**config.mk**
```make
export PLATFORM = sky130hd
export DESIGN_NAME = hfc_frame_core
export DESIGN_NICKNAME = d
export VERILOG_FILES = /design/src/design/hfc_pkg.sv /design/src/design/hfc_frame_core.sv
export SDC_FILE = /design/constraint.sdc
export NUM_CORES = 1
export LEC_CHECK = 0
export BUFFER_PORTS_ARGS = -buffer_cell sky130_fd_sc_hd__buf_4
export CAP_MARGIN = 25
export CORE_AREA = 2 2 118 120
export CTS_CLUSTER_DIAMETER = 100
export CTS_CLUSTER_SIZE = 14
export DETAILED_ROUTE_END_ITERATION = 16
export DIE_AREA = 0 0 120 122
export PLACE_DENSITY = 0.76
export SYNTH_ARGS = -nofsm -noshare
export SYNTH_HDL_FRONTEND = slang
export SYNTH_SLANG_ARGS = --single-unit
export TNS_END_PERCENT = 100
```
**constraint.sdc**
```tcl
create_clock -name clock -period 3.25 [get_ports clock]
set_input_delay 0.1625 -clock clock [delete_from_list [all_inputs] [get_ports clock]]
set_output_delay 0.1625 -clock clock [all_outputs]
set_load 0.02 [all_outputs]
```
**src/design/hfc_pkg.sv**
```systemverilog
// Types, constants and the CRC-16/X.25 byte update for the HDLC frame checker.
// No dependencies; imported by hfc_frame_core and hdlc_frame_checker.
package hfc_pkg;

   localparam int HEADER_BYTES = 11;

   localparam logic [7:0]  FLAG_BYTE  = 8'h7E;
   localparam logic [9:0]  LEN_MASK   = 10'h3FF;
   localparam logic [15:0] CRC_INIT   = 16'hFFFF;
   localparam logic [15:0] CRC_POLY   = 16'h8408;
   localparam logic [9:0]  LEN_EMPTY  = 10'd10;
   localparam logic [9:0]  LEN_MIN    = 10'd12;

   typedef enum logic [2:0] {
      ST_OK        = 3'd0,
      ST_BAD_OPEN  = 3'd1,
      ST_BAD_LEN   = 3'd2,
      ST_BAD_HCS   = 3'd3,
      ST_BAD_FCS   = 3'd4,
      ST_BAD_CLOSE = 3'd5
   } status_type;

   typedef struct packed {
      logic [7:0] data_byte;
      logic       first;
   } hfc_req_type;

   typedef struct packed {
      status_type  status;
      logic [9:0]  data_length;
      logic [10:0] frame_length;
   } hfc_rsp_type;

   function automatic logic [15:0] crc_byte(input logic [15:0] crc, input logic [7:0] b);
      logic [15:0] c;
      c = crc ^ {8'h00, b};
      for (int i = 0; i < 8; i++) begin
         c = c[0] ? ((c >> 1) ^ CRC_POLY) : (c >> 1);
      end
      return c;
   endfunction

endpackage

```
**src/design/hfc_frame_core.sv**
```systemverilog
// Frame state and per-beat check logic: position, CRC, header and length fields.
// Depends on hfc_pkg; instantiated by hdlc_frame_checker.
module hfc_frame_core
   import hfc_pkg::*;
(
   input  logic        clock,
   input  logic        reset,
   input  logic        accept,
   input  hfc_req_type req,
   output logic        res_valid,
   output hfc_rsp_type res
);

   logic        active_ff,  active_in;
   logic [10:0] pos_ff,     pos_in;
   logic [15:0] crc_ff,     crc_in;
   logic [15:0] hcs_ff,     hcs_in;
   logic [15:0] fcs_ff,     fcs_in;
   logic [7:0]  fmt_hi_ff,  fmt_hi_in;
   logic [7:0]  low_ff,     low_in;
   logic [9:0]  dlen_ff,    dlen_in;
   logic [10:0] flen_ff,    flen_in;

   logic [15:0] crc_upd;
   logic [15:0] crc_after;
   logic [10:0] data_end;
   logic        in_crc;
   logic        has_data;
   logic [9:0]  len_field;
   logic [9:0]  len_data;
   logic [11:0] pos_plus;

   assign crc_upd   = crc_byte(crc_ff, req.data_byte);
   assign data_end  = 11'd10 + {1'b0, dlen_ff};
   assign in_crc    = (pos_ff <= data_end);
   assign crc_after = in_crc ? crc_upd : crc_ff;
   assign has_data  = (dlen_ff != 10'd0);
   assign len_field = {fmt_hi_ff[1:0], req.data_byte} & LEN_MASK;
   assign len_data  = len_field - LEN_MIN;
   assign pos_plus  = {1'b0, pos_ff} + 12'd1;

   always_comb begin
      active_in = active_ff;
      pos_in    = pos_ff;
      crc_in    = crc_ff;
      hcs_in    = hcs_ff;
      fcs_in    = fcs_ff;
      fmt_hi_in = fmt_hi_ff;
      low_in    = low_ff;
      dlen_in   = dlen_ff;
      flen_in   = flen_ff;
      res_valid = 1'b0;
      res.status       = ST_OK;
      res.data_length  = dlen_ff;
      res.frame_length = flen_ff;
      if (accept) begin
         if (req.first) begin
            active_in = 1'b1;
            pos_in    = 11'd1;
            crc_in    = CRC_INIT;
            hcs_in    = 16'h0000;
            fcs_in    = 16'h0000;
            fmt_hi_in = 8'h00;
            low_in    = 8'h00;
            dlen_in   = 10'd0;
            flen_in   = 11'd0;
            if (req.data_byte != FLAG_BYTE) begin
               res_valid        = 1'b1;
               res.status       = ST_BAD_OPEN;
               res.data_length  = 10'd0;
               res.frame_length = 11'd0;
            end
         end else if (active_ff) begin
            pos_in = pos_ff + 11'd1;
            crc_in = crc_after;
            if (pos_ff == 11'd1) begin
               fmt_hi_in = req.data_byte;
            end else if (pos_ff == 11'd2) begin
               if (len_field == LEN_EMPTY || len_field == LEN_MIN) begin
                  dlen_in = 10'd0;
                  flen_in = 11'(HEADER_BYTES + 1);
               end else if (len_field > LEN_MIN) begin
                  dlen_in = len_data;
                  flen_in = 11'(HEADER_BYTES + 3) + {1'b0, len_data};
               end else begin
                  res_valid        = 1'b1;
                  res.status       = ST_BAD_LEN;
                  res.data_length  = 10'd0;
                  res.frame_length = 11'd0;
               end
            end else begin
               if (pos_ff == 11'd8) begin
                  hcs_in = ~crc_after;
               end
               if (pos_ff == 11'd9) begin
                  low_in = req.data_byte;
               end else if (pos_ff == 11'd10 && {req.data_byte, low_ff} != hcs_ff) begin
                  res_valid  = 1'b1;
                  res.status = ST_BAD_HCS;
               end else if (has_data && pos_ff == data_end) begin
                  fcs_in = ~crc_after;
               end else if (has_data && pos_ff == data_end + 11'd1) begin
                  low_in = req.data_byte;
               end else if (has_data && pos_ff == data_end + 11'd2) begin
                  if ({req.data_byte, low_ff} != fcs_ff) begin
                     res_valid  = 1'b1;
                     res.status = ST_BAD_FCS;
                  end
               end else if (pos_plus == {1'b0, flen_ff}) begin
                  res_valid  = 1'b1;
                  res.status = (req.data_byte == FLAG_BYTE) ? ST_OK : ST_BAD_CLOSE;
               end
            end
         end
         if (res_valid) begin
            active_in = 1'b0;
         end
      end
   end

   always_ff @(posedge clock) begin
      if (reset) begin
         active_ff <= 1'b0;
         pos_ff    <= 11'd0;
         crc_ff    <= CRC_INIT;
         hcs_ff    <= 16'h0000;
         fcs_ff    <= 16'h0000;
         fmt_hi_ff <= 8'h00;
         low_ff    <= 8'h00;
         dlen_ff   <= 10'd0;
         flen_ff   <= 11'd0;
      end else begin
         active_ff <= active_in;
         pos_ff    <= pos_in;
         crc_ff    <= crc_in;
         hcs_ff    <= hcs_in;
         fcs_ff    <= fcs_in;
         fmt_hi_ff <= fmt_hi_in;
         low_ff    <= low_in;
         dlen_ff   <= dlen_in;
         flen_ff   <= flen_in;
      end
   end

endmodule

```
==> results by group, run 1 <==
Outcome
  • Status: complete, but fails checks
  • Violated checks: negative setup slack

Finish
  • Synth-to-Final Area Change: 20.2%
  • Diode count: 0
  • Fill count: 1,227
  • Nets: 838
  • Final std cells w/o fill: slightly below 1,000
  • Final core utilization: ~55%
  • Share of cells above drive strength 1: about a fifth

Yosys
  • Seq/Total Area, Yosys: 29.2%
  • Synth Flop Type: dfxtp_1
  • EDFF count, synth: 0
  • Cell Area, Synth: 6170 um2
  • Share of the synthesized area in the top cell type: between 20 and 30%
  • Post-synth net total: 789
  • Synth Register Bits: 90
  • Yosys warns: 0
  • Yosys top cell by area: dfxtp_1
  • Netlist cell types: 63
  • Ys async rst share: 0%
  • Post-Synthesis Cells: 752
  • Syn Area/Cell: 8.21 um2
  • Largest cells by area after synthesis: dfxtp_1 29%, xnor2_1 8.7%, xor2_1 7.2%

Critical path
  • Crit Path Category: register to primary output
  • Crit. End Element: primary output
  • Crit path required time: 3090 ps
  • RR Endpoint: fcs_ff[0]
  • Worst flop-to-flop path startpoint: dlen_ff[3]
  • Worst-case reg-to-reg path depth: 14
  • R2R Setup Slk: roughly 120 ps
  • Kind of start point of the critical path: register
  • Setup crit end: res_valid
  • CP Max Fanout: 4
  • CP startpoint: dlen_ff[2]
  • Critical Path AT: 3170 ps

Timing
  • Period utilisation layout: 102%
  • Sum Neg Setup Slack: -88.5 ps
  • Skew final: 9.42 ps
  • Worst slew margin: 53.8%
  • Worst Tran Pin Value: 694 ps
  • Min Clock Period, post-route: 3330 ps
  • Maximum clock frequency: 0.301 GHz
  • Final-report hold violation count: 0
  • Slew Viols, Final: 0
  • Setup violators final: 2
  • Setup ws final: -77.8 ps
  • RSZ-0062 raised after global routing: yes

Global routing
  • Tot GR Track Use: 24.5%
  • Gr ovfl total: 0
  • Pin count of the biggest net entering global routing: 65
  • Initial antenna violation count: 0
  • Number of global-route vias before repair: approximately 5,300
  • First-pass GRT wire length: 28,000 um

Detailed routing
  • DRC: 0
  • First DRT Iteration DRCs: 496
  • DR vias: between 5,000 and 6,000
  • Routed wire length: 18,100 um
  • Drt pass-1 iters: 5
  • Avg WL per Cell: 18.3 um
  • Number of nets with antenna violations after routing: 0
  • Vias per inst: 5.77

Power and ir drop
  • Pwr Density: 349 nW/um2
  • Sw Share: 27.5%
  • Internal power: 1.88 mW
  • Power share of the clock group: 40.3%
  • Combinational power share: 15.4%
  • Static Leak: 2.99 nW
  • Psw: 714 uW
  • VDD IR-drop max: 424 uV
  • Reg power frac: between 40% and 50%

Place
  • Port Buffers: 36
  • Routability Congestion: 0.942
  • Dpl cells: 962
  • DP HPWL: 12,700 um

Die
  • Die area: between 10,000 and 15,000 um2
  • Initial Util: 45.7%
  • CORE AREA: 13,500 um2
  • Die Ht: 122 um
  • Std-Cell Rows: 43
  • Ports: 37
  • Width of the chip: roughly 120 um

CTS
  • Reg clk slew, reported paths: 60 ps
  • CTS Hold Bufs: 0
  • Total CTS buffers: 9
  • CTS sink count: 90
  • CTS tree: yes
  • Clock Latency Late Sink: 360 ps
  • Root Buffer: clkbuf_16
  • H-tree depth: 3
  • CTS max path bufs: 2

Min path
  • Hold Startpoint: accept
  • Hold crit path type: primary input to register

Job
  • # Max-Cap Violations: 0
registers in the layout (all words and copies together) (netlist names):
signal,cells
low_ff,8
fmt_hi_ff,2
pos_ff,11
fcs_ff,16
dlen_ff,10
flen_ff,10
active_ff,1
crc_ff,16
hcs_ff,16
per-stage QoR:
step           area [um2]  power (mW)  setup slack [ps]  hold slack [ps]
6_report             7420        2.59             -77.8             96.3
5_1_grt              7420        2.67              -185              106
4_1_cts              7260        2.59             -24.9             90.0
3_5_place_dp         6790        1.55             -49.4              458
3_3_place_gp         6790        1.55             -70.3              450
2_1_floorplan        6190        1.43              48.4              444
critical path: stages, from the launching register on:
cell      delay (ps)
dfxtp_4          370
ha_4             180
nor2_4           110
and3b_4          230
xnor2_4          140
xnor2_2          160
or4_1            490
a2111o_1         510
o21ai_2          210
o21ai_2           90
a21o_1           190
buf_6            130
power by group through the flow:
stage / clock network, mW / logic [mW] / registers (mW)
5_1_grt: 1.09 / 0.428 / 1.15
4_1_cts: 1.06 / 0.387 / 1.15
3_5_place_dp: 0 / 0.377 / 1.17
3_3_place_gp: 0 / 0.374 / 1.17
2_1_floorplan: 0 / 0.271 / 1.16
6_report: 1.05 / 0.398 / 1.15
cell families after synthesis:
family          share of synthesized area (%)
simple gates                             21.5
xor+xnor                                 17.1
mux                                      5.82
compound gates                           16.5
fa+ha+maj                                5.07
flops                                    29.2
buf+inv                                  4.84
placed cells by master, fill, tap and decap left out, drive strengths merged, types with 10 or more instances in the layout:
cell / netlist / layout
and3: 10 / 10
buf: 15 / 81
nand4: 19 / 19
nand3b: 11 / 11
inv: 26 / 27
dfxtp: 90 / 90
xnor2: 62 / 62
mux2i: 28 / 28
nor2b: 20 / 20
xor2: 51 / 51
nand2: 37 / 37
ha: 25 / 25
a21oi: 43 / 43
a22oi: 17 / 17
o21ai: 35 / 35
nand3: 14 / 14
clkbuf: 30 / 13
nor2: 102 / 102
nor4: 15 / 15
routing by layer:
| layer | global-route usage [%] | routed length (um) |
|---|---|---|
| met5 | 0 | 0 |
| met4 | 11.6 | 620 |
| met3 | 4.26 | 1190 |
| met2 | 41.5 | 8770 |
| met1 | 30.3 | 7490 |
cell usage after synthesis, drive strengths merged (15+ instances only):
cell type and count:
nor2 102, dfxtp 90, xnor2 62, xor2 51, a21oi 43, nand2 37, o21ai 35, clkbuf 30
mux2i 28, inv 26, ha 25, nor2b 20, nand4 19, a22oi 17, buf 15, nor4 15
worst min path at each step:
stage,endpoint,slack (ps),depth (start not counted)
4_1_cts,pos_ff[3],90,2
6_report,pos_ff[3],100,2
3_5_place_dp,fcs_ff[3],460,2
5_1_grt,pos_ff[3],110,2
3_3_place_gp,fcs_ff[1],450,2
2_1_floorplan,fcs_ff[0],440,2
final cells by class:
| class | instances | area (um2) | area share [%] |
|---|---|---|---|
| multi-input cells | 591 | 4320 | 58.3 |
| flip-flops and latches | 90 | 1810 | 24.4 |
| repair buffers | 83 | 678 | 9.14 |
| clock buffers | 11 | 233 | 3.14 |
| well taps | 180 | 225 | 3.03 |
| inverters | 26 | 97.6 | 1.31 |
| clock inverters | 5 | 53.8 | 0.725 |
repair_timing:
action / CTS / global route
pin swaps: 9 / 7
setup buffers: 5 / 1
hold endpoints to repair: 0 / 0
gates cloned: 0 / 2
resized for setup: 32 / 20
endpoints found under the setup margin: 3 / 30
(Power assumes the default switching activity.)
==> run 2: changes to the inputs <==
Settings changed: CORE_AREA 2 2 118 120 to 2 2 100 141, DIE_AREA 0 0 120 122 to 0 0 102 143.
==> results by group, run 2 (synthesis results as in run 1) <==
Power and ir drop
  • Pwr Density: 352 nW/um2 (+0.95%)
  • VDD IR-drop max: 216 uV (-49%)
  • Static Leak: 2.96 nW (-1.2%)
  • Tot Pwr: 2.58 mW (-0.50%)

Finish
  • Fill count: 1,233 (+0.49%)
  • Register Area: 1820 um2 (+0.34%)
  • Nets: 831 (-0.84%)
  • Share of cells above drive strength 1: 18.3% (-1.2 points)
  • Diode count: 0 (unchanged)
  • Area of the multi-input gates: 4280 um2 (-1.0%)
  • Commonest non-fill, non-tap cell in the layout: nor2_1
  • Commonest non-fill, non-tap cells in the layout: 98 x nor2_1, 81 x dfxtp_1, 71 x buf_4
  • Synth-to-Final Area Change: 18.5%
  • Biggest regs: crc_ff x16, fcs_ff x16, hcs_ff x16

Place
  • DP HPWL: 13,500 um (+6.3%)
  • Routability Congestion: 1.02 (+8.7%)
  • Port Buffers: 36 (unchanged)
  • DP Worst Slack: 51.7 ps (+101 ps)

Timing
  • Period utilisation layout: 103% (+0.85 points)
  • Min Clock Period, post-route: 3360 ps (+27.8 ps)
  • Setup violators final: 2 (unchanged)
  • Sum Neg Setup Slack: -147 ps (-58.8 ps)
  • Skew final: 10.9 ps (+1.43 ps)
  • Worst slew margin: 41.8% (-12 points)
  • Slew Viols, Final: 0 (unchanged)
  • Worst Tran Pin Value: 869 ps (+175 ps)
  • Final-report hold violation count: 0 (unchanged)
  • Setup ws final: -106 ps (-27.8 ps)
  • Maximum clock frequency: 0.298 GHz (-0.83%)
  • RSZ-0062 raised after global routing: yes
  • Worst hold slack: 129 ps (+32.4 ps)

Detailed routing
  • DR vias: 5,688 (-0.053%)
  • DRC: 0 (unchanged)
  • Vias per inst: 5.80 (+0.46%)
  • Number of nets with antenna violations after routing: 0 (unchanged)
  • Drt pass-1 iters: 5 (unchanged)
  • Avg WL per Cell: 18.7 um (+1.8%)
  • Routed wire length: 18,300 um (+1.3%)
  • First DRT Iteration DRCs: 299 (-40%)

Min path
  • Hold crit path type: primary input to register
  • Hold Startpoint: accept

Die
  • Ports: 37 (unchanged)
  • Std-Cell Rows: 50 (+16%)
  • Initial Util: 46.5% (+0.83 points)
  • Width of the chip: 102 um (-15%)
  • CORE AREA: 13,300 um2 (-1.8%)
  • Die area: 14,600 um2 (-0.37%)
  • Die Ht: 143 um (+17%)

Outcome
  • Status: complete, but fails checks
  • Violated checks: negative setup slack

CTS
  • Reg clk slew, reported paths: 80 ps (+20 ps)
  • CTS max path bufs: 2 (unchanged)
  • CTS tree: yes
  • CTS Hold Bufs: 0 (unchanged)
  • Root Buffer: clkbuf_16
  • Total CTS buffers: 9 (unchanged)
  • Clock Latency Late Sink: 350 ps (about the same)
  • CTS sink count: 90 (unchanged)
  • H-tree depth: 3 (unchanged)

Critical path
  • Crit Path Category: register to primary output
  • CP Max Fanout: 5 (+1)
  • Critical Path AT: 3190 ps (+20 ps)
  • CP startpoint: dlen_ff[3]
  • Crit. End Element: primary output
  • Crit path required time: 3090 ps (about the same)
  • Kind of start point of the critical path: register
  • Worst flop-to-flop path startpoint: dlen_ff[3]

Global routing
  • First-pass GRT wire length: 28,300 um (+1.4%)
  • Number of global-route vias before repair: 5,510 (+3.2%)
  • Initial antenna violation count: 0 (unchanged)
  • Tot GR Track Use: 25.1% (+0.60 points)
  • Gr ovfl total: 0 (unchanged)
  • Pin count of the biggest net entering global routing: 65 (unchanged)

Job
  • # Max-Cap Violations: 0 (unchanged)
==> run 2: per-stage QoR <==
step,area [um2],std cells,util [%]
floorplan,6190,752,-
global placement,6710,953,50.6
detailed placement,6710,953,50.6
CTS,7180,976,54.1
global route,7320,981,55.2
finish,7320,981,55.2
==> run 2: repair_timing <==
item | CTS | global route
pin swaps | 7 | 9
gates resized for setup | 27 | 24
setup endpoints to repair | 3 | 24
setup buffers | 7 | 5
hold endpoints to repair | 0 | 0
==> run 2: final timing paths <==
path | depth (start not counted) | slack [ps] | endpoint
worst max-delay path | 12 | -110 | res_valid
worst min-delay path | 2 | 130 | pos_ff[3]
worst max register to register | 15 | 100 | hcs_ff[10]
worst min register to register | 2 | 470 | fcs_ff[2]
==> run 2: report_power, final <==
group | switching (mW) | total, mW | internal, mW
registers | 0.0249 | 1.15 | 1.12
logic | 0.240 | 0.395 | 0.155
clock network | 0.495 | 1.04 | 0.540
total | 0.761 | 2.58 | 1.82
==> run 2: layout make-up <==
type | count | share of cell area, %
sequential | 90 | 24.8
inverter | 26 | 1.33
clock inverter | 7 | 0.975
clock buffer | 9 | 3.08
multi-input combinational | 591 | 58.5
timing repair buffer | 76 | 8.17
tap | 182 | 3.11
==> run 2: critical path, cell delays in order (launching register included) <==
cell and delay (ps):
dfxtp_2 340, inv_2 60, ha_4 170, and2_4 180, o221ai_4 230, buf_6 160
o2111ai_4 100, or4_1 510, a2111o_1 480, o21ai_2 210, o21ai_2 80, a21o_1 190
buf_6 130
==> run 2: layer usage <==
layer | vias up | global-route usage [%] | wire length [um]
li1 | 2713 | - | -
met1 | 2660 | 27.6 | 6960
met2 | 232 | 43.7 | 9100
met3 | 83 | 4.50 | 1000
met4 | 0 | 16.3 | 1240
met5 | - | 0 | 0
==> run 3: changes to the inputs <==
Clock period 3.25 ns to 2.8 ns, I/O delays scaled along.
==> results by group, run 3 (synthesis results as in run 1) <==
Critical path
  • Crit-path cells: ha_4, o2111ai_4, xnor2_2, buf_4, o2111ai_4, or4_1, a2111o_1, o21ai_2, o21ai_2, a21o_1, buf_6
  • Critical path's slowest cell: a2111o_1
  • Worst-case reg-to-reg path depth: 15 (unchanged)
  • CP startpoint: dlen_ff[2]
  • Kind of start point of the critical path: register
  • Crit path required time: 2660 ps (-430 ps)
  • Max incr delay on CP: 510 ps (about the same)
  • R2R Setup Slk: -400 ps (-500 ps)
  • Crit Path Category: register to primary output
  • Worst flop-to-flop path startpoint: dlen_ff[3]
  • CP Max Fanout: 4 (-1)
  • Crit. End Element: primary output
  • Critical Path AT: 3170 ps (-20 ps)
  • Setup crit end: res_valid
  • RR Endpoint: hcs_ff[14]

CTS
  • CTS tree: yes
  • CTS Hold Bufs: 0 (unchanged)
  • Reg clk slew, reported paths: 70 ps (about the same)
  • Clock Latency Late Sink: 350 ps (about the same)
  • H-tree depth: 3 (unchanged)
  • CTS max path bufs: 2 (unchanged)
  • Total CTS buffers: 9 (unchanged)
  • Root Buffer: clkbuf_16
  • CTS sink count: 90 (unchanged)

Timing
  • Final-report hold violation count: 0 (unchanged)
  • Slew Viols, Final: 0 (unchanged)
  • Period utilisation layout: 118%
  • Worst hold slack: 114 ps (-14.5 ps)
  • Worst Tran Pin Value: 762 ps (-107 ps)
  • Sum Neg Setup Slack: -13,730 ps (-13,590 ps)
  • Worst slew margin: 49.0% (+7.2 points)
  • Setup ws final: -507 ps (-402 ps)
  • Skew final: 8.62 ps (-2.24 ps)
  • Maximum clock frequency: 0.302 GHz
  • Min Clock Period, post-route: 3310 ps
  • Setup violators final: 59 (+57)
  • RSZ-0062 raised after global routing: yes

Finish
  • Nets: 898 (+8.1%)
  • Biggest regs: crc_ff x16, fcs_ff x16, hcs_ff x16
  • Commonest non-fill, non-tap cell in the layout: buf_4
  • Synth-to-Final Area Change: 38.7%
  • Final std cells w/o fill: 1,048 (+6.8%)
  • Share of cells above drive strength 1: 33.0% (+15 points)
  • Commonest non-fill, non-tap cells in the layout: 111 x buf_4, 92 x nor2_1, 81 x dfxtp_1
  • Diode count: 0 (unchanged)

Detailed routing
  • DR vias: 6,107 (+7.4%)
  • Avg WL per Cell: 19.9 um (+6.6%)
  • Routed wire length: 20,800 um (+14%)
  • DRC: 0 (unchanged)
  • Number of nets with antenna violations after routing: 0 (unchanged)
  • Vias per inst: 5.83 (+0.50%)
  • First DRT Iteration DRCs: 332 (+11%)
  • Drt pass-1 iters: 7 (+2)

Power and ir drop
  • VDD IR-drop max: 322 uV (+49%)
  • Static Leak: 3.47 nW (+17%)
  • Tot Pwr: 3.22 mW (+25%)
  • Pwr Density: 376 nW/um2 (+6.7%)

Global routing
  • Tot GR Track Use: 27.4% (+2.3 points)
  • Number of global-route vias before repair: 5,874 (+6.6%)
  • First-pass GRT wire length: 30,700 um (+8.3%)
  • Gr ovfl total: 0 (unchanged)
  • Initial antenna violation count: 0 (unchanged)
  • Pin count of the biggest net entering global routing: 44 (-32%)

Die
  • CORE AREA: 13,300 um2 (unchanged)
  • Ports: 37 (unchanged)
  • Width of the chip: 102 um (unchanged)
  • Die Ht: 143 um (unchanged)
  • Std-Cell Rows: 50 (unchanged)
  • Die area: 14,600 um2 (unchanged)
  • Initial Util: 46.5% (unchanged)

Min path
  • Hold Startpoint: accept
  • Hold crit path type: primary input to register

Job
  • # Max-Cap Violations: 0 (unchanged)

Place
  • DP Worst Slack: -234 ps (-286 ps)
  • Routability Congestion: 0.937 (-8.5%)
  • Dpl cells: 1,005 (+5.5%)
  • Port Buffers: 36 (unchanged)
  • DP HPWL: 14,100 um (+4.7%)

Outcome
  • Status: complete, but fails checks
  • Violated checks: negative setup slack
## run 3: how the worst min path moves through the flow
stage,to,slack (ps),cells after the start
final,pos_ff[3],110,2
after global routing,pos_ff[3],110,2
after CTS,pos_ff[3],100,2
after detailed placement,fcs_ff[3],460,2
after global placement,fcs_ff[3],450,2
after floorplan,fcs_ff[3],440,2
## run 3: metal layers
layer  track usage, %  vias to the layer above  wire length (um)
met5                0                        -                 0
met4             15.8                        0              1320
met3             4.01                       96               935
met2             49.7                      226             10800
met1             29.6                     2939              7790
li1                 -                     2846                 -
## run 3: power by group
part	switching, mW	leakage [nW]	total (mW)	internal [mW]
Combinational	0.331	2.58	0.584	0.253
Sequential	0.0279	0.734	1.33	1.30
Clock	0.546	0.154	1.31	0.760
## run 3: what timing repair did
action,4_1_cts,5_1_grt
endpoints found under the hold margin,0,0
cloned,2,2
resized for setup,105,69
pin swaps,50,41
buffers inserted,19,13
endpoints found under the setup margin,81,76
## run 3: through the flow
stage	cell area, um2	utilization, %
6_report	8560	64.5
4_1_cts	8200	61.8
3_3_place_gp	7260	54.7
2_1_floorplan	6310	-
5_1_grt	8560	64.5
3_5_place_dp	7260	54.7
## run 3: critical path: cells and delay by family (launching register included)
kind / cells / cell delay (ps)
AO/OA/AOI/OAI: 6 / 1200
flip-flops: 1 / 390
buffers and inverters: 2 / 330
adder cells (fa/ha/maj): 1 / 190
AND/OR/NAND/NOR: 1 / 420
XOR/XNOR: 1 / 280
## run 3: layout make-up
class                      instances  area (um2)
tap                              182         228
clock inverter                     5        66.3
fill                            1056        4700
inverter                          26         103
timing repair buffer             143        1280
multi-input combinational        591        4810
sequential                        90        1820
clock buffer                      11         254
